--- config.mk ---
export PLATFORM = sky130hd
export DESIGN_NAME = fp32_fp16_converter_top
export DESIGN_NICKNAME = d
export VERILOG_FILES = /design/src/hw/rtl/fpcvt_pkg.sv /design/src/hw/rtl/fpcvt_encode.sv /design/src/hw/rtl/fpcvt_decode.sv /design/src/hw/rtl/fp32_fp16_converter_top.sv
export SDC_FILE = /design/constraint.sdc
export NUM_CORES = 1
export LEC_CHECK = 0
export BUFFER_PORTS_ARGS = -buffer_cell sky130_fd_sc_hd__buf_2
export CAP_MARGIN = 20
export CORE_MARGIN = 3
export CORE_UTILIZATION = 53
export DETAILED_ROUTE_END_ITERATION = 7
export PLACE_DENSITY = 0.81
export SKIP_LAST_GASP = 1
export SLEW_MARGIN = 20
export SYNTH_ARGS = -nofsm -noshare
export SYNTH_HDL_FRONTEND = slang
export SYNTH_SLANG_ARGS = --single-unit
--- constraint.sdc ---
create_clock -name clk -period 3.02 [get_ports clk]
set_input_delay 0.302 -clock clk [delete_from_list [all_inputs] [get_ports clk]]
set_output_delay 0.302 -clock clk [all_outputs]
set_load 0.005 [all_outputs]
--- src/hw/rtl/fpcvt_pkg.sv ---
// shared constants and types for the single/half precision converter
`timescale 1ns / 1ps

package fpcvt_pkg;

  typedef enum logic [0:0] {
    OP_ENCODE = 1'b0,
    OP_DECODE = 1'b1
  } opcode_t;

  localparam int SGL_WIDTH      = 32;
  localparam int HALF_WIDTH     = 16;
  localparam int SGL_EXP_WIDTH  = 8;
  localparam int HALF_EXP_WIDTH = 5;
  localparam int SGL_MANT_BITS  = 23;
  localparam int HALF_MANT_BITS = 10;
  localparam int MANT_DROP      = SGL_MANT_BITS - HALF_MANT_BITS;

  localparam logic [SGL_EXP_WIDTH-1:0]  SGL_EXP_MAX  = 8'hff;
  localparam logic [HALF_EXP_WIDTH-1:0] HALF_EXP_MAX = 5'h1f;

  // biased single exponent range that maps to a normal half (unbiased -14..15)
  localparam logic [SGL_EXP_WIDTH-1:0] ENC_EXP_MIN = 8'd113;
  localparam logic [SGL_EXP_WIDTH-1:0] ENC_EXP_MAX = 8'd142;
  // single bias minus half bias
  localparam logic [SGL_EXP_WIDTH-1:0] EXP_REBIAS  = 8'd112;
  // single exponent of a half denormal whose leading one is at bit 0
  localparam logic [SGL_EXP_WIDTH-1:0] DENORM_EXP_BASE = 8'd103;

  localparam logic [HALF_MANT_BITS-1:0] NAN_QUIET = 10'h200;

endpackage

--- src/hw/rtl/fpcvt_encode.sv ---
// binary32 to binary16 encoder, truncating, denormals flushed to zero
`timescale 1ns / 1ps

module fpcvt_encode (
  input  logic [fpcvt_pkg::SGL_WIDTH-1:0]  single_bits,
  output logic [fpcvt_pkg::HALF_WIDTH-1:0] half_bits
);

  logic                                    sign;
  logic [fpcvt_pkg::SGL_EXP_WIDTH-1:0]     exp_in;
  logic [fpcvt_pkg::SGL_MANT_BITS-1:0]     mant_in;
  logic [fpcvt_pkg::HALF_MANT_BITS-1:0]    mant_top;
  logic [fpcvt_pkg::SGL_EXP_WIDTH-1:0]     exp_rebiased;

  assign sign         = single_bits[fpcvt_pkg::SGL_WIDTH-1];
  assign exp_in       = single_bits[fpcvt_pkg::SGL_WIDTH-2:fpcvt_pkg::SGL_MANT_BITS];
  assign mant_in      = single_bits[fpcvt_pkg::SGL_MANT_BITS-1:0];
  assign mant_top     = mant_in[fpcvt_pkg::SGL_MANT_BITS-1:fpcvt_pkg::MANT_DROP];
  assign exp_rebiased = exp_in - fpcvt_pkg::EXP_REBIAS;

  always_comb begin
    priority if (exp_in == fpcvt_pkg::SGL_EXP_MAX) begin
      if (mant_in == '0) begin
        half_bits = {sign, fpcvt_pkg::HALF_EXP_MAX, {fpcvt_pkg::HALF_MANT_BITS{1'b0}}};
      end else if (mant_top == '0) begin
        // nan whose payload would vanish stays a nan
        half_bits = {sign, fpcvt_pkg::HALF_EXP_MAX, fpcvt_pkg::NAN_QUIET};
      end else begin
        half_bits = {sign, fpcvt_pkg::HALF_EXP_MAX, mant_top};
      end
    end else if (exp_in > fpcvt_pkg::ENC_EXP_MAX) begin
      half_bits = {sign, fpcvt_pkg::HALF_EXP_MAX, {fpcvt_pkg::HALF_MANT_BITS{1'b0}}};
    end else if (exp_in >= fpcvt_pkg::ENC_EXP_MIN) begin
      half_bits = {sign, exp_rebiased[fpcvt_pkg::HALF_EXP_WIDTH-1:0], mant_top};
    end else begin
      half_bits = {sign, {(fpcvt_pkg::HALF_WIDTH-1){1'b0}}};
    end
  end

endmodule

--- src/hw/rtl/fpcvt_decode.sv ---
// binary16 to binary32 decoder, exact, half denormals normalized
`timescale 1ns / 1ps

module fpcvt_decode (
  input  logic [fpcvt_pkg::HALF_WIDTH-1:0] half_bits,
  output logic [fpcvt_pkg::SGL_WIDTH-1:0]  single_bits
);

  logic                                    sign;
  logic [fpcvt_pkg::HALF_EXP_WIDTH-1:0]    exp_in;
  logic [fpcvt_pkg::HALF_MANT_BITS-1:0]    mant_in;
  logic [3:0]                              lead_pos;
  logic [4:0]                              norm_shift;
  logic [fpcvt_pkg::SGL_MANT_BITS:0]       norm_mant;
  logic [fpcvt_pkg::SGL_EXP_WIDTH-1:0]     exp_denorm;
  logic [fpcvt_pkg::SGL_EXP_WIDTH-1:0]     exp_normal;
  logic [fpcvt_pkg::SGL_MANT_BITS-1:0]     mant_wide;

  assign sign    = half_bits[fpcvt_pkg::HALF_WIDTH-1];
  assign exp_in  = half_bits[fpcvt_pkg::HALF_WIDTH-2:fpcvt_pkg::HALF_MANT_BITS];
  assign mant_in = half_bits[fpcvt_pkg::HALF_MANT_BITS-1:0];

  // position of the leading one, highest set bit wins
  always_comb begin
    lead_pos = '0;
    for (int i = 0; i < fpcvt_pkg::HALF_MANT_BITS; i++) begin
      if (mant_in[i]) begin
        lead_pos = 4'(i);
      end
    end
  end

  // leading one lands on the hidden bit position and is dropped
  assign norm_shift = 5'(fpcvt_pkg::SGL_MANT_BITS) - {1'b0, lead_pos};
  assign norm_mant  = {{(fpcvt_pkg::SGL_MANT_BITS+1-fpcvt_pkg::HALF_MANT_BITS){1'b0}}, mant_in}
                      << norm_shift;
  assign exp_denorm = fpcvt_pkg::DENORM_EXP_BASE + {4'b0, lead_pos};
  assign exp_normal = {3'b0, exp_in} + fpcvt_pkg::EXP_REBIAS;
  assign mant_wide  = {mant_in, {fpcvt_pkg::MANT_DROP{1'b0}}};

  always_comb begin
    priority if (exp_in == '0) begin
      if (mant_in == '0) begin
        single_bits = {sign, {(fpcvt_pkg::SGL_WIDTH-1){1'b0}}};
      end else begin
        single_bits = {sign, exp_denorm, norm_mant[fpcvt_pkg::SGL_MANT_BITS-1:0]};
      end
    end else if (exp_in == fpcvt_pkg::HALF_EXP_MAX) begin
      single_bits = {sign, fpcvt_pkg::SGL_EXP_MAX, mant_wide};
    end else begin
      single_bits = {sign, exp_normal, mant_wide};
    end
  end

endmodule

--- src/hw/rtl/fp32_fp16_converter_top.sv ---
// Converter between IEEE binary32 and binary16 bit patterns. opcode 0 encodes single_bits
// to a half in result_bits[15:0] (truncated, overflow to infinity, small values and
// denormals to signed zero); opcode 1 decodes half_bits exactly to a single. One
// transaction is accepted every cycle while in_ready is high; each passes through the input
// register, one level of conversion logic and the result register. A stalled output holds the
// result register, and also a full input register, in which case in_ready drops.
`timescale 1ns / 1ps

module fp32_fp16_converter_top (
  input  logic                                clk,
  input  logic                                rst,
  input  logic                                in_valid,
  output logic                                in_ready,
  input  logic                                opcode,
  input  logic [fpcvt_pkg::SGL_WIDTH-1:0]     single_bits,
  input  logic [fpcvt_pkg::HALF_WIDTH-1:0]    half_bits,
  output logic                                out_valid,
  input  logic                                out_ready,
  output logic [fpcvt_pkg::SGL_WIDTH-1:0]     result_bits
);

  logic                                  stage_valid;
  fpcvt_pkg::opcode_t                    stage_opcode;
  logic [fpcvt_pkg::SGL_WIDTH-1:0]       stage_single;
  logic [fpcvt_pkg::HALF_WIDTH-1:0]      stage_half;
  logic                                  stage_advance;
  logic [fpcvt_pkg::HALF_WIDTH-1:0]      enc_bits;
  logic [fpcvt_pkg::SGL_WIDTH-1:0]       dec_bits;
  logic [fpcvt_pkg::SGL_WIDTH-1:0]       result_next;

  assign stage_advance = !out_valid || out_ready;
  assign in_ready      = !stage_valid || stage_advance;

  fpcvt_encode u_encode (
    .single_bits (stage_single),
    .half_bits   (enc_bits)
  );

  fpcvt_decode u_decode (
    .half_bits   (stage_half),
    .single_bits (dec_bits)
  );

  always_comb begin
    unique case (stage_opcode)
      fpcvt_pkg::OP_ENCODE: result_next = {{(fpcvt_pkg::SGL_WIDTH-fpcvt_pkg::HALF_WIDTH){1'b0}},
                                           enc_bits};
      fpcvt_pkg::OP_DECODE: result_next = dec_bits;
      default:              result_next = dec_bits;
    endcase
  end

  // input stage
  always_ff @(posedge clk) begin
    if (rst) begin
      stage_valid <= 1'b0;
    end else if (in_ready) begin
      stage_valid <= in_valid;
    end
    if (in_ready && in_valid) begin
      stage_opcode <= fpcvt_pkg::opcode_t'(opcode);
      stage_single <= single_bits;
      stage_half   <= half_bits;
    end
  end

  // result stage
  always_ff @(posedge clk) begin
    if (rst) begin
      out_valid <= 1'b0;
    end else if (stage_advance) begin
      out_valid <= stage_valid;
    end
    if (stage_advance && stage_valid) begin
      result_bits <= result_next;
    end
  end

endmodule
* Word level (Yosys, flattened, before mapping)
Cells that the tools add are included.
Storage, ports and cells: register bits after elaboration 83, input bits 53, output and inout bits 34
Operators by class: add/sub/neg operators 4, magnitude comparators 2, equality and inequality tests 2, shift operators 1, multiplexer cells 18, bitwise operators 1, reduce and logical (&&, ||, !) cells 10
Operators by type and width (number):
- 31-bit 2-to-1 mux | 3
- 32-bit one-hot mux with 2 select lines | 1
- 15-bit 2-to-1 mux | 3
- 23-bit zero test | 1
- 10-bit by 5-bit left shift with 23-bit output | 1
- 10-bit zero test | 2
- 10-bit 2-to-1 mux | 2
- 3-bit 2-to-1 mux | 4
- 5-bit by 7-bit adder with 8-bit output (second input constant) | 1
- 7-bit by 4-bit adder with 8-bit output (first input constant) | 1
- 8-bit equality test (second input constant) | 1
- 8-bit by 7-bit greater-or-equal comparator with 1-bit output (second input constant) | 1
- 8-bit greater-than comparator (second input constant) | 1
- 4-bit 2-to-1 mux | 2
- 5-bit equality test (second input constant) | 1
- 5-bit zero test | 1
- 5-bit by 4-bit subtractor with 5-bit output (first input constant) | 1
- 5-bit subtractor (second input constant) | 1
- 2-bit 2-to-1 mux | 2
- 1-bit logical AND | 2
- 1-bit zero test | 2
- 1-bit logical OR | 2
- 1-bit 2-to-1 mux | 1
- 1-bit inverter | 1

* Depth between registers and ports, before layout
Gate-level depths: netlist (run 1).
depth in word-level cells 14, gate-level depth with buffers 8, gate-level depth less buffers 7

* By module
From an unflattened synthesis (run 1), not the netlist that was laid out.
Unflattened totals: cell total of the unflattened synthesis 307, area total of the unflattened synthesis 3933.8 µm²
By module, submodules not included:
- fp32_fp16_converter_top | times used 1, cells an instance 126, area an instance 2824.0 µm², seq. area each 2472.4 µm²
- fpcvt_decode | times used 1, cells an instance 124, area an instance 777.0 µm², seq. area each 0.0 µm²
- fpcvt_encode | times used 1, cells an instance 57, area an instance 332.8 µm², seq. area each 0.0 µm²

* Worst setup path before layout (run 1)
No wires, ideal clock.
kind reg-to-reg, start register out_valid, end register result_bits[0] (netlist bit) (enable), setup time 0.423 ns, arrival time 1.872 ns, data required time 2.597 ns, slack 0.725 ns, stages on the path, launching flop included 3, buffers on the path 0, period minus slack after synthesis 2.295 ns, cell sequence dfxtp_1 -> nor2b_1 -> nor2b_1
On the way: longest elaborated chain between the ends 3
Ends and longest elaborated chain:
- start: declaration | line fp32_fp16_converter_top.sv:17 | output logic out_valid,
- start signal: assignment | line fp32_fp16_converter_top.sv:72 | out_valid <= stage_valid;
- 1-bit zero test | line fp32_fp16_converter_top.sv:31 | assign stage_advance = !out_valid || out_ready;
- 1-bit logical OR | line fp32_fp16_converter_top.sv:31
- 1-bit logical AND | line fp32_fp16_converter_top.sv:74 | if (stage_advance && stage_valid) begin
- end signal: assignment | line fp32_fp16_converter_top.sv:75 | result_bits <= result_next;
- end: declaration | line fp32_fp16_converter_top.sv:19 | output logic [fpcvt_pkg::SGL_WIDTH-1:0] result_bits
No other way between the ends. A chain may end at the register's enable or synchronous reset.

* Worst setup path in the final report (run 1)
start register stage_half[7] (netlist bit), end register result_bits[19] (netlist bit) (data pin)
On the way: longest elaborated chain between the ends 8
Ends and longest elaborated chain:
- start: declaration | line fp32_fp16_converter_top.sv:25 | logic [fpcvt_pkg::HALF_WIDTH-1:0] stage_half;
- start signal: assignment | line fp32_fp16_converter_top.sv:63 | stage_half <= half_bits;
- 3-bit 2-to-1 mux | line fpcvt_decode.sv:27 | if (mant_in[i]) begin
- 4-bit 2-to-1 mux (2 in a row) | line fpcvt_decode.sv:27
- 5-bit by 4-bit subtractor with 5-bit output | line fpcvt_decode.sv:34 | assign norm_shift = 5'(fpcvt_pkg::SGL_MANT_BITS) - {1'b0, lead_pos};
- 10-bit by 5-bit left shift with 23-bit output | line fpcvt_decode.sv:35 | assign norm_mant = {{(fpcvt_pkg::SGL_MANT_BITS+1-fpcvt_pkg::HALF_MANT_BITS){1'b0}}, mant_in}
- 31-bit 2-to-1 mux (*) | line fpcvt_decode.sv:43 | if (mant_in == '0) begin
- 31-bit 2-to-1 mux (*) | line fpcvt_decode.sv:42 | priority if (exp_in == '0) begin
- 32-bit one-hot mux with 2 select lines (*) | line fp32_fp16_converter_top.sv:45 | unique case (stage_opcode)
Every way passes the cells marked *; elsewhere a longest branch is shown, timed or not.

==> out/metrics.sh, run 1 <==
ANTENNA_FOUND_INITIAL=0
POST_CTS.RESIZED_INSTANCES=0
WORST_SLACK_AT_PLACEMENT_NS=0.7388
LAYOUT.FILLER_CELLS=490
DETAILEDROUTE.FIRSTPASSITERATIONCOUNT=6
RR_WORST_DEPTH=5
SETUP_WS_NS=0.6975
FIN_NETS=432
WORSTSETUPENDPOINTTYPE='flop'
TOTALPOWERFINAL_W=0.002290
CRIT-REG2REG-CAPTURE='result_bits[19]$_SDFFCE_PN0P_'
SETUP_TNS_NS=0
PLACEMENTROWS=29
TOTAL_LEAKAGE_POWER_nW=1.629
YS_TOP_CELLS_BY_AREA='sky130_fd_sc_hd__edfxtp_1 65%, sky130_fd_sc_hd__o21ai_0 2.4%, sky130_fd_sc_hd__nand2_1 2.3%'
SLEW_HEADROOM_PCT=56.89
CLOCKBUFFERDEPTH=2
H-TREE-DEPTH=3
FIRST_PASS_GRT_WIRE_LENGTH_UM=12460
YS_SEQ_ELEMENTS=82
IOS=87
TIMING.FMAX_GHz=0.4306
MIN-DELAY-START='rst'
REGISTER_TO_REGISTER_PATH_SETUP_SLACK_NS=0.70
INSERTEDDIODECOUNT=0
POSTCTSSETUPBUFFERS=0
SYNTH_WARNINGS=0
TRITONCTS='yes'
TIMING.CLOCK.SKEW_NS=0.008227
WORSTHOLDPATHCELLS=2
AREA_GROW_SYN2LAYOUT_PCT=18.45
SYNTH_NETS=344
WORST_SKEW_PAIR_LATER_PIN_LATENCY_NS=0.35
CLOCK-SINKS=82
GRT.BUSIEST_LAYER='met2'
UNIQUE_MASTERS_POST_SYNTH=57
SYNTHESIS.AREA_PER_INSTANCE_SQ_UM=12.72
WORSTPATHMAXFANOUT=17
REG2REG_START='stage_half[7]$_DFFE_PP_'
INITIAL_CORE_UTIL_PCT=56.49
VDD.IR_DROP.WORST_mV=0.3613
POST_CTS_HOLD_BUFFER_COUNT=0
GRT_PASS1_VIAS=2560
SLEW_VIOL_FINAL=0
SYN-CELL-AREA_SQ_UM=3690
RUN_STATUS='complete, no violations'
PORT-BUFFER-COUNT=86
WORST-SETUP-PATH-TYPE='reg2reg'
GRT_MAX_DEGREE=32
CRITICAL_PATH.STARTPOINT_TYPE='flop'
GRT_UTIL_ALL_LAYERS_PCT=21.45
ROUTE.ANTENNA.REMAINING_NETS=0
FINAL_LAYOUT_SIZE_SUFFIX_GT1_SHARE_PCT=32.64
PLACE_HPWL_UM=5853
POWERDENSITY_nW_PER_UM2=523.9
MAXCAPVIOLATIONS=0
DIE_WIDTH_UM=89.44
TIMING.CRITICAL_PATH.ARRIVAL_NS=2.41
DR_TOTAL_VIAS=2635
AVGVIACOUNTPERCELL=5.728
GLOBAL_ROUTE_MET3_UTILIZATION_PCT=6.452
GRT_REMAINING_OVERFLOW=0
DESIGN.CORE.AREA_SQ_UM=6531
GRT_SETUP_UNREPAIRED='no'
NUMCTSBUFFERS=9
GATE_COUNT_AFTER_TECHNOLOGY_MAPPING=290
CLKSLEWWORSTSETUPHOLDPATHS_NS=0.08
GLOBAL_ROUTE.USAGE.MET2_PCT=32.15
SETUP-VIOLATIONS-FINAL=0
DESIGN.DIE.AREA_SQ_UM=7999
CRITICAL_PATH_REQUIRED_NS=3.11
DRC_ERRORS=0
NETLIST.TOP_CELL.BY_AREA='sky130_fd_sc_hd__edfxtp_1'
GP_CONGESTION=0.9734
FINAL_HOLD_VIOL_COUNT=0
WORSTHOLDPATHTYPE='in2reg'
WORST_SLEW_PIN_SLEW_NS=0.6467
HOLD-PATH-ENDPOINT='stage_valid$_SDFFE_PP0N_'
DIE_Y_UM=89.44
DRT-INITIAL-DRC-COUNT=252
AVGROUTEDWIREPERCELL_UM=17.48
FINALWIRELENGTH_UM=8043
SYNTH_SEQ_AREA_SHARE_PCT=66.19
CTSROOTBUFFERMASTER='sky130_fd_sc_hd__clkbuf_8'
FINALHOLDWORSTSLACK_NS=0.1215
MIN_PERIOD_NS=2.322
GROUTE.LAYER.MET1.USAGE_PCT=29.03
FINAL_MIN_PERIOD_OVER_CLOCK_PERIOD_PCT=76.90
SYNTH_TOP_AREA_SHARE_PCT=65.11
-- synthesized netlist by cell type (all sizes together) --
master   count
nor2        23
a2111oi      1
o2111ai      5
o311ai       1
a31oi        2
o31ai        3
nand2       24
buf          9
a221oi       2
a21boi       2
and3         9
nor4         5
o311a        1
a211oi       4
clkbuf       5
a221o        1
or3          1
a22o         2
mux2i        1
a31o         1
o211ai       5
nand3        7
inv          7
nor3         7
nand4        5
or2          3
nor2b        6
or3b         1
a211o        2
or4          2
ha           1
a22oi        1
dfxtp        2
or2b         1
o21a         3
a32oi        1
a21oi       17
o41ai        1
edfxtp      80
and2        13
o21ai       21
xnor2        1
nand2b       1
-- layer usage --
metal,share of wire (%),routed length [um]
met5,0,0
met1,43,3420
met4,2.2,174
met2,47,3776
met3,8.4,672
-- stage by stage --
stage                     instances  utilization, %  area [sq um]
after floorplan                 290               -          3690
final                           460           66.92          4370
after global placement          444           64.20          4193
after CTS                       460           66.92          4370
after global routing            460           66.92          4370
after detailed placement        444           64.20          4193
-- worst max-delay path: stages, from the launching register on --
cell,delay (ns)
sky130_fd_sc_hd__edfxtp_1,0.67
sky130_fd_sc_hd__nor4_4,0.51
sky130_fd_sc_hd__nand4_1,0.25
sky130_fd_sc_hd__and3_4,0.28
sky130_fd_sc_hd__a32oi_1,0.22
sky130_fd_sc_hd__o211ai_1,0.13
-- cell families after synthesis --
family / synth area share, %
buffers and inverters: 2.475
AO/OA/AOI/OAI: 14.48
flip-flops: 66.19
AND/OR/NAND/NOR: 16.01
multiplexers: 0.2713
XOR/XNOR: 0.2374
adder cells (fa/ha/maj): 0.3390
-- power breakdown --
group	leakage, nW	switching, W	total, W	internal (W)
Clock	0.0771	0.000407	0.000714	0.000307
Combinational	0.768	0.000114	0.000203	0.0000894
Sequential	0.784	0.0000508	0.00137	0.00132
Total	1.63	0.000572	0.00229	0.00172
-- flip-flops by register name, indices dropped and copies added, names as in the netlist --
signal,cells
stage_single,32
result_bits,31
stage_half,16
out_valid,1
stage_opcode,1
stage_valid,1
-- layout make-up --
cell class | instances | area [sq um] | area share (%)
sequential | 82 | 2442 | 55.88
multi-input combinational | 187 | 1160 | 26.54
timing repair buffer | 91 | 467.9 | 10.71
clock buffer | 10 | 127.6 | 2.920
tap | 77 | 96.34 | 2.204
clock inverter | 6 | 50.05 | 1.145
inverter | 7 | 26.28 | 0.6012
-- cells in the final DEF (no fill, tap or decap), types with 4 or more instances in the layout --
master | netlist | layout
sky130_fd_sc_hd__o211ai_1 | 5 | 5
sky130_fd_sc_hd__clkinvlp_4 | 0 | 4
sky130_fd_sc_hd__and3_1 | 7 | 7
sky130_fd_sc_hd__o21ai_0 | 18 | 18
sky130_fd_sc_hd__nand2_1 | 23 | 23
sky130_fd_sc_hd__nand4_1 | 5 | 5
sky130_fd_sc_hd__clkbuf_8 | 0 | 9
sky130_fd_sc_hd__o2111ai_1 | 4 | 4
sky130_fd_sc_hd__nor4_1 | 4 | 4
sky130_fd_sc_hd__nor3_1 | 6 | 6
sky130_fd_sc_hd__edfxtp_1 | 80 | 80
sky130_fd_sc_hd__inv_1 | 6 | 6
sky130_fd_sc_hd__a21oi_1 | 17 | 17
sky130_fd_sc_hd__and2_1 | 13 | 12
sky130_fd_sc_hd__nor2_1 | 23 | 23
sky130_fd_sc_hd__nand3_1 | 7 | 7
sky130_fd_sc_hd__buf_2 | 7 | 86
sky130_fd_sc_hd__nor2b_1 | 6 | 5
sky130_fd_sc_hd__buf_4 | 1 | 5
-- worst max path at each step --
stage | startpoint | end | slack [ns] | cells past startpoint
after detailed placement | stage_half[7]$_DFFE_PP_ | result_bits[19]$_SDFFCE_PN0P_ | 0.74 | 5
after global routing | stage_half[7]$_DFFE_PP_ | result_bits[19]$_SDFFCE_PN0P_ | 0.56 | 5
after global placement | stage_half[7]$_DFFE_PP_ | result_bits[19]$_SDFFCE_PN0P_ | 0.71 | 5
final | stage_half[7]$_DFFE_PP_ | result_bits[19]$_SDFFCE_PN0P_ | 0.70 | 5
after floorplan | out_valid$_SDFFE_PP0P_ | result_bits[0]$_DFFE_PP_ | 0.73 | 2
after CTS | stage_half[7]$_DFFE_PP_ | result_bits[19]$_SDFFCE_PN0P_ | 0.71 | 5
(Power assumes the default switching activity.)
==> run 2, diff against run 1 <==
--- a/config.mk
+++ b/config.mk
@@ -5,12 +5,13 @@
 export SDC_FILE = /design/constraint.sdc
 export NUM_CORES = 1
 export LEC_CHECK = 0
+export ABC_AREA = 1
 export BUFFER_PORTS_ARGS = -buffer_cell sky130_fd_sc_hd__buf_2
 export CAP_MARGIN = 20
 export CORE_MARGIN = 3
-export CORE_UTILIZATION = 53
+export CORE_UTILIZATION = 48
 export DETAILED_ROUTE_END_ITERATION = 7
-export PLACE_DENSITY = 0.81
+export PLACE_DENSITY = 0.78
 export SKIP_LAST_GASP = 1
 export SLEW_MARGIN = 20
 export SYNTH_ARGS = -nofsm -noshare
==> constraint.sdc (replaced) <==
create_clock -name clk -period 1.99 [get_ports clk]
set_input_delay 0.199 -clock clk [delete_from_list [all_inputs] [get_ports clk]]
set_output_delay 0.199 -clock clk [all_outputs]
set_load 0.005 [all_outputs]
==> run 2 against run 1 <==
First-iteration DRC count is 32% lower. Critical path depth up 5. Non-clock buffer count increased by 36. Critical endpoint is now result_bits[14]$_DFFE_PP_. Design area rose by 7.0%. Register-to-register slack got worse by 0.63 ns. Die area is 5.9% higher. Hold slack worse by 0.10 ns. Synthesized cell count increased by 2.4%. Largest power group unchanged.
==> out/metrics.sh, run 2 <==
RUN_STATUS='complete, no violations'  # unchanged
DRT-INITIAL-DRC-COUNT=171  # was 252
PLACEMENTROWS=30  # was 29
WORSTHOLDPATHTYPE='in2reg'  # unchanged
CLOCKBUFFERDEPTH=2  # unchanged
AVGROUTEDWIREPERCELL_UM=14.86  # was 17.48 um
FINAL_HOLD_VIOL_COUNT=0  # unchanged
LAYOUT.FILLER_CELLS=552  # was 490
RR_WORST_DEPTH=10  # was 5
AVGVIACOUNTPERCELL=5.008  # was 5.728
INSERTEDDIODECOUNT=0  # unchanged
AREA_GROW_SYN2LAYOUT_PCT=31.67  # was 18.45%
CRITPATHTOPFAMILY='simple AND/OR/NAND/NOR gates'  # unchanged
ROUTE.ANTENNA.REMAINING_NETS=0  # unchanged
WORST_SKEW_PAIR_LATER_PIN_LATENCY_NS=0.35  # about the same
NETLIST.TOP_CELL.BY_AREA='sky130_fd_sc_hd__edfxtp_1'  # unchanged
SETUP_TNS_NS=0  # unchanged
TIMING.CRITICAL_PATH.MODE_CELL='sky130_fd_sc_hd__nand2_1'
NUMCTSBUFFERS=9  # unchanged
SLOWEST_STAGE='sky130_fd_sc_hd__edfxtp_1'  # unchanged
FINISH.CELL_COUNT_WITHOUT_FILLERS=530  # was 460
MAXCAPVIOLATIONS=0  # unchanged
PLACE_HPWL_UM=5395  # was 5853 um
SYNTH_NETS=351  # was 344
TIMING.CRITICAL_PATH.ARRIVAL_NS=1.97  # was 2.41 ns
FIN_NETS=483  # was 432
YS_TOP_CELLS_BY_AREA='sky130_fd_sc_hd__edfxtp_1 68%, sky130_fd_sc_hd__nand2_1 5.5%, sky130_fd_sc_hd__nand3_1 3.4%'  # was sky130_fd_sc_hd__edfxtp_1 65%, sky130_fd_sc_hd__o21ai_0 2.4%, sky130_fd_sc_hd__nand2_1 2.3%
DRC_ERRORS=0  # unchanged
SETUP-VIOLATIONS-FINAL=0  # unchanged
GRT_PASS1_VIAS=2595  # was 2560
MOSTFREQUENTLAYOUTCELLS='86 x sky130_fd_sc_hd__buf_2, 80 x sky130_fd_sc_hd__edfxtp_1, 52 x sky130_fd_sc_hd__nand2_1'  # was 86 x sky130_fd_sc_hd__buf_2, 80 x sky130_fd_sc_hd__edfxtp_1, 23 x sky130_fd_sc_hd__nor2_1, 23 x sky130_fd_sc_hd__nand2_1, 18 x sky130_fd_sc_hd__o21ai_0
CTSROOTBUFFERMASTER='sky130_fd_sc_hd__clkbuf_8'  # unchanged
PLACED_AREA_SQ_UM=4119  # was 4193 sq um
CLKSLEWWORSTSETUPHOLDPATHS_NS=0.09  # was 0.08 ns
REG2REG_START='stage_half[4]$_DFFE_PP_'  # was stage_half[7]$_DFFE_PP_
GRT_REMAINING_OVERFLOW=0  # unchanged
TRITONCTS='yes'  # unchanged
PLACE.DETAILED.INSTANCES=479  # was 444
WORST_SLEW_PIN_SLEW_NS=0.5505  # was 0.6467 ns
FINAL_LAYOUT_SIZE_SUFFIX_GT1_SHARE_PCT=33.18  # was 32.64%
TIMING.FMAX_GHz=0.5215  # was 0.4306 GHz
TIMING.CLOCK.SKEW_NS=0.009398  # was 0.008227 ns
DESIGN.CORE.AREA_SQ_UM=6982  # was 6531 sq um
SYNTH_COMMONEST_CELLS='80 x sky130_fd_sc_hd__edfxtp_1, 52 x sky130_fd_sc_hd__nand2_1, 31 x sky130_fd_sc_hd__inv_1'  # was 80 x sky130_fd_sc_hd__edfxtp_1, 23 x sky130_fd_sc_hd__nand2_1, 23 x sky130_fd_sc_hd__nor2_1
GRT_UTIL_ALL_LAYERS_PCT=19.20  # was 21.45%
WORSTSETUPENDPOINTTYPE='flop'  # unchanged
DETAILEDROUTE.FIRSTPASSITERATIONCOUNT=5  # was 6
SYNTH_FLOP_CELL='sky130_fd_sc_hd__edfxtp_1'  # unchanged
DIE_WIDTH_UM=92.03  # was 89.44 um
SYN-CELL-AREA_SQ_UM=3552  # was 3690 sq um
CRITICAL_PATH.STARTPOINT_TYPE='flop'  # unchanged
CRIT-REG2REG-CAPTURE='result_bits[14]$_DFFE_PP_'  # was result_bits[19]$_SDFFCE_PN0P_
SLEW_HEADROOM_PCT=62.84  # was 56.89%
YS_SEQ_ELEMENTS=82  # unchanged
DESIGN.DIE.AREA_SQ_UM=8469  # was 7999 sq um
CRITICAL_PATH_REQUIRED_NS=2.04  # was 3.11 ns
SYNTH_WARNINGS=0  # unchanged
NUMBER_OF_FLIP_FLOPS_UNDER_THE_LARGEST_REGISTER_NAME=32  # unchanged
MIN_PERIOD_NS=1.918  # was 2.322 ns
PORT-BUFFER-COUNT=86  # unchanged
FIRST_PASS_GRT_WIRE_LENGTH_UM=12520  # was 12460 um
WORSTPATHMAXFANOUT=12  # was 17
TIMING.CRITICAL_PATH.BUF_INV=1  # was 0
SLEW_VIOL_FINAL=0  # unchanged
FINALWIRELENGTH_UM=7876  # was 8043 um
REGISTER_TO_REGISTER_PATH_SETUP_SLACK_NS=0.07  # was 0.70 ns
ANTENNA_FOUND_INITIAL=0  # unchanged
REG_TOP3='stage_single x32, result_bits x31, stage_half x16'  # unchanged
PATH_CELLS='inv_1, nand2_1, nand2_1, nand2_2, nand2_4, nand2_4, nand2_1, nand3_1, nand4_1, o311ai_0'  # was nor4_4, nand4_1, and3_4, a32oi_1, o211ai_1
HOLD-PATH-ENDPOINT='stage_single[23]$_DFFE_PP_'  # was stage_valid$_SDFFE_PP0N_
FINAL_MIN_PERIOD_OVER_CLOCK_PERIOD_PCT=96.36  # was 76.90%
INITIAL_CORE_UTIL_PCT=50.88  # was 56.49%
SYNTH_SEQ_AREA_SHARE_PCT=68.76  # was 66.19%
GP_CONGESTION=0.9397  # was 0.9734
WORST-SETUP-PATH-TYPE='reg2reg'  # unchanged
SYNTH_EDF_COUNT=80  # unchanged
TOTAL_LEAKAGE_POWER_nW=1.961  # was 1.629 nW
MIN-DELAY-START='single_bits[23]'  # was rst
CLOCK-SINKS=82  # unchanged
YOSYS.CELL_COUNT.TOP_TYPE='sky130_fd_sc_hd__edfxtp_1'  # unchanged
SYNTH_TOP_AREA_SHARE_PCT=67.63  # was 65.11%
YS_ASYNC_SR_FRACTION_PCT=0  # unchanged
SETUP_WS_NS=0.07245  # was 0.6975 ns
GRT_SETUP_UNREPAIRED='yes'  # was no
DR_TOTAL_VIAS=2654  # was 2635
IOS=87  # unchanged
LARGEST_REGISTER='stage_single'  # unchanged
H-TREE-DEPTH=3  # unchanged
GATE_COUNT_AFTER_TECHNOLOGY_MAPPING=297  # was 290
LAYOUT_COMMONEST_CELL='sky130_fd_sc_hd__buf_2'  # unchanged
SYNTHESIS.AREA_PER_INSTANCE_SQ_UM=11.96  # was 12.72 sq um
POWERDENSITY_nW_PER_UM2=773.8  # was 523.9 nW/um^2
DIE_Y_UM=92.03  # was 89.44 um
UNIQUE_MASTERS_POST_SYNTH=36  # was 57
GRT_MAX_DEGREE=50  # was 32
FINAL_DESIGN_AREA_NO_FILL_SQ_UM=4677  # was 4370 sq um
VDD.IR_DROP.WORST_mV=0.4128  # was 0.3613 mV
WORSTHOLDPATHCELLS=1  # was 2
SLOWEST_DELAY_NS=0.49  # was 0.67 ns
WORST_SLACK_AT_PLACEMENT_NS=0.1073  # was 0.7388 ns
==> run 2: repair_timing <==
item / CTS / global route
endpoints found under the setup margin: 0 / 4
gates resized for setup: 0 / 3
hold buffers: 32 / 1
setup buffers: 0 / 2
endpoints found under the hold margin: 33 / 1
==> run 2: worst max path at each step <==
stage,from,endpoint,slack (ns),cells past startpoint
after floorplan,out_valid$_SDFFE_PP0P_,stage_half[0]$_DFFE_PP_,0.07,3
after global placement,stage_half[6]$_DFFE_PP_,result_bits[24]$_SDFFCE_PN0P_,0.11,7
after detailed placement,stage_half[2]$_DFFE_PP_,result_bits[14]$_DFFE_PP_,0.11,12
after CTS,stage_half[2]$_DFFE_PP_,result_bits[14]$_DFFE_PP_,0.09,12
after global routing,stage_half[4]$_DFFE_PP_,result_bits[14]$_DFFE_PP_,-0.05,10
final,stage_half[4]$_DFFE_PP_,result_bits[14]$_DFFE_PP_,0.07,10
==> run 2: per-layer routing <==
layer,track usage [%],up-vias,wire [um]
met2,31.75,105,3865
met1,25.12,1222,3372
met3,2.953,23,431
li1,-,1304,-
met4,8.540,0,207
met5,0,-,0
==> run 2: cells by family (layout without fill, tap and decap cells) <==
kind of cell / after synthesis / in the layout / synth area share [%]
compound gates: 36 / 36 / 6.552
flops: 82 / 82 / 68.76
buf+inv: 41 / 178 / 5.178
fa+ha+maj: 1 / 1 / 0.3522
simple gates: 137 / 137 / 19.16
==> run 2: area by class of cell <==
class | instances | area, sq um | area share [%]
Timing Repair Buffer | 127 | 833.3 | 17.82
Inverter | 35 | 131.4 | 2.809
Sequential cell | 82 | 2442 | 52.22
Multi-Input combinational cell | 174 | 953.4 | 20.39
Clock inverter | 7 | 72.57 | 1.552
Clock buffer | 9 | 123.9 | 2.648
Tap cell | 96 | 120.1 | 2.568
==> run 2: where the power goes <==
part / internal [W] / switching, W / leakage, nW / total, W
clock network: 0.000489 / 0.000673 / 0.0966 / 0.00116
logic: 0.000180 / 0.000221 / 1.07 / 0.000402
registers: 0.00200 / 0.0000516 / 0.797 / 0.00206
total: 0.00267 / 0.000946 / 1.96 / 0.00362
==> run 2: per-stage QoR <==
step | hold slack [ns] | power [W] | util, %
floorplan | 0.2681 | 0.002287 | -
global placement | 0.3694 | 0.002427 | 59.00
detailed placement | 0.3752 | 0.002435 | 59.00
CTS | 0.0005376 | 0.003639 | 66.40
global route | 0.003139 | 0.003763 | 66.99
finish | 0.01988 | 0.003619 | 66.99
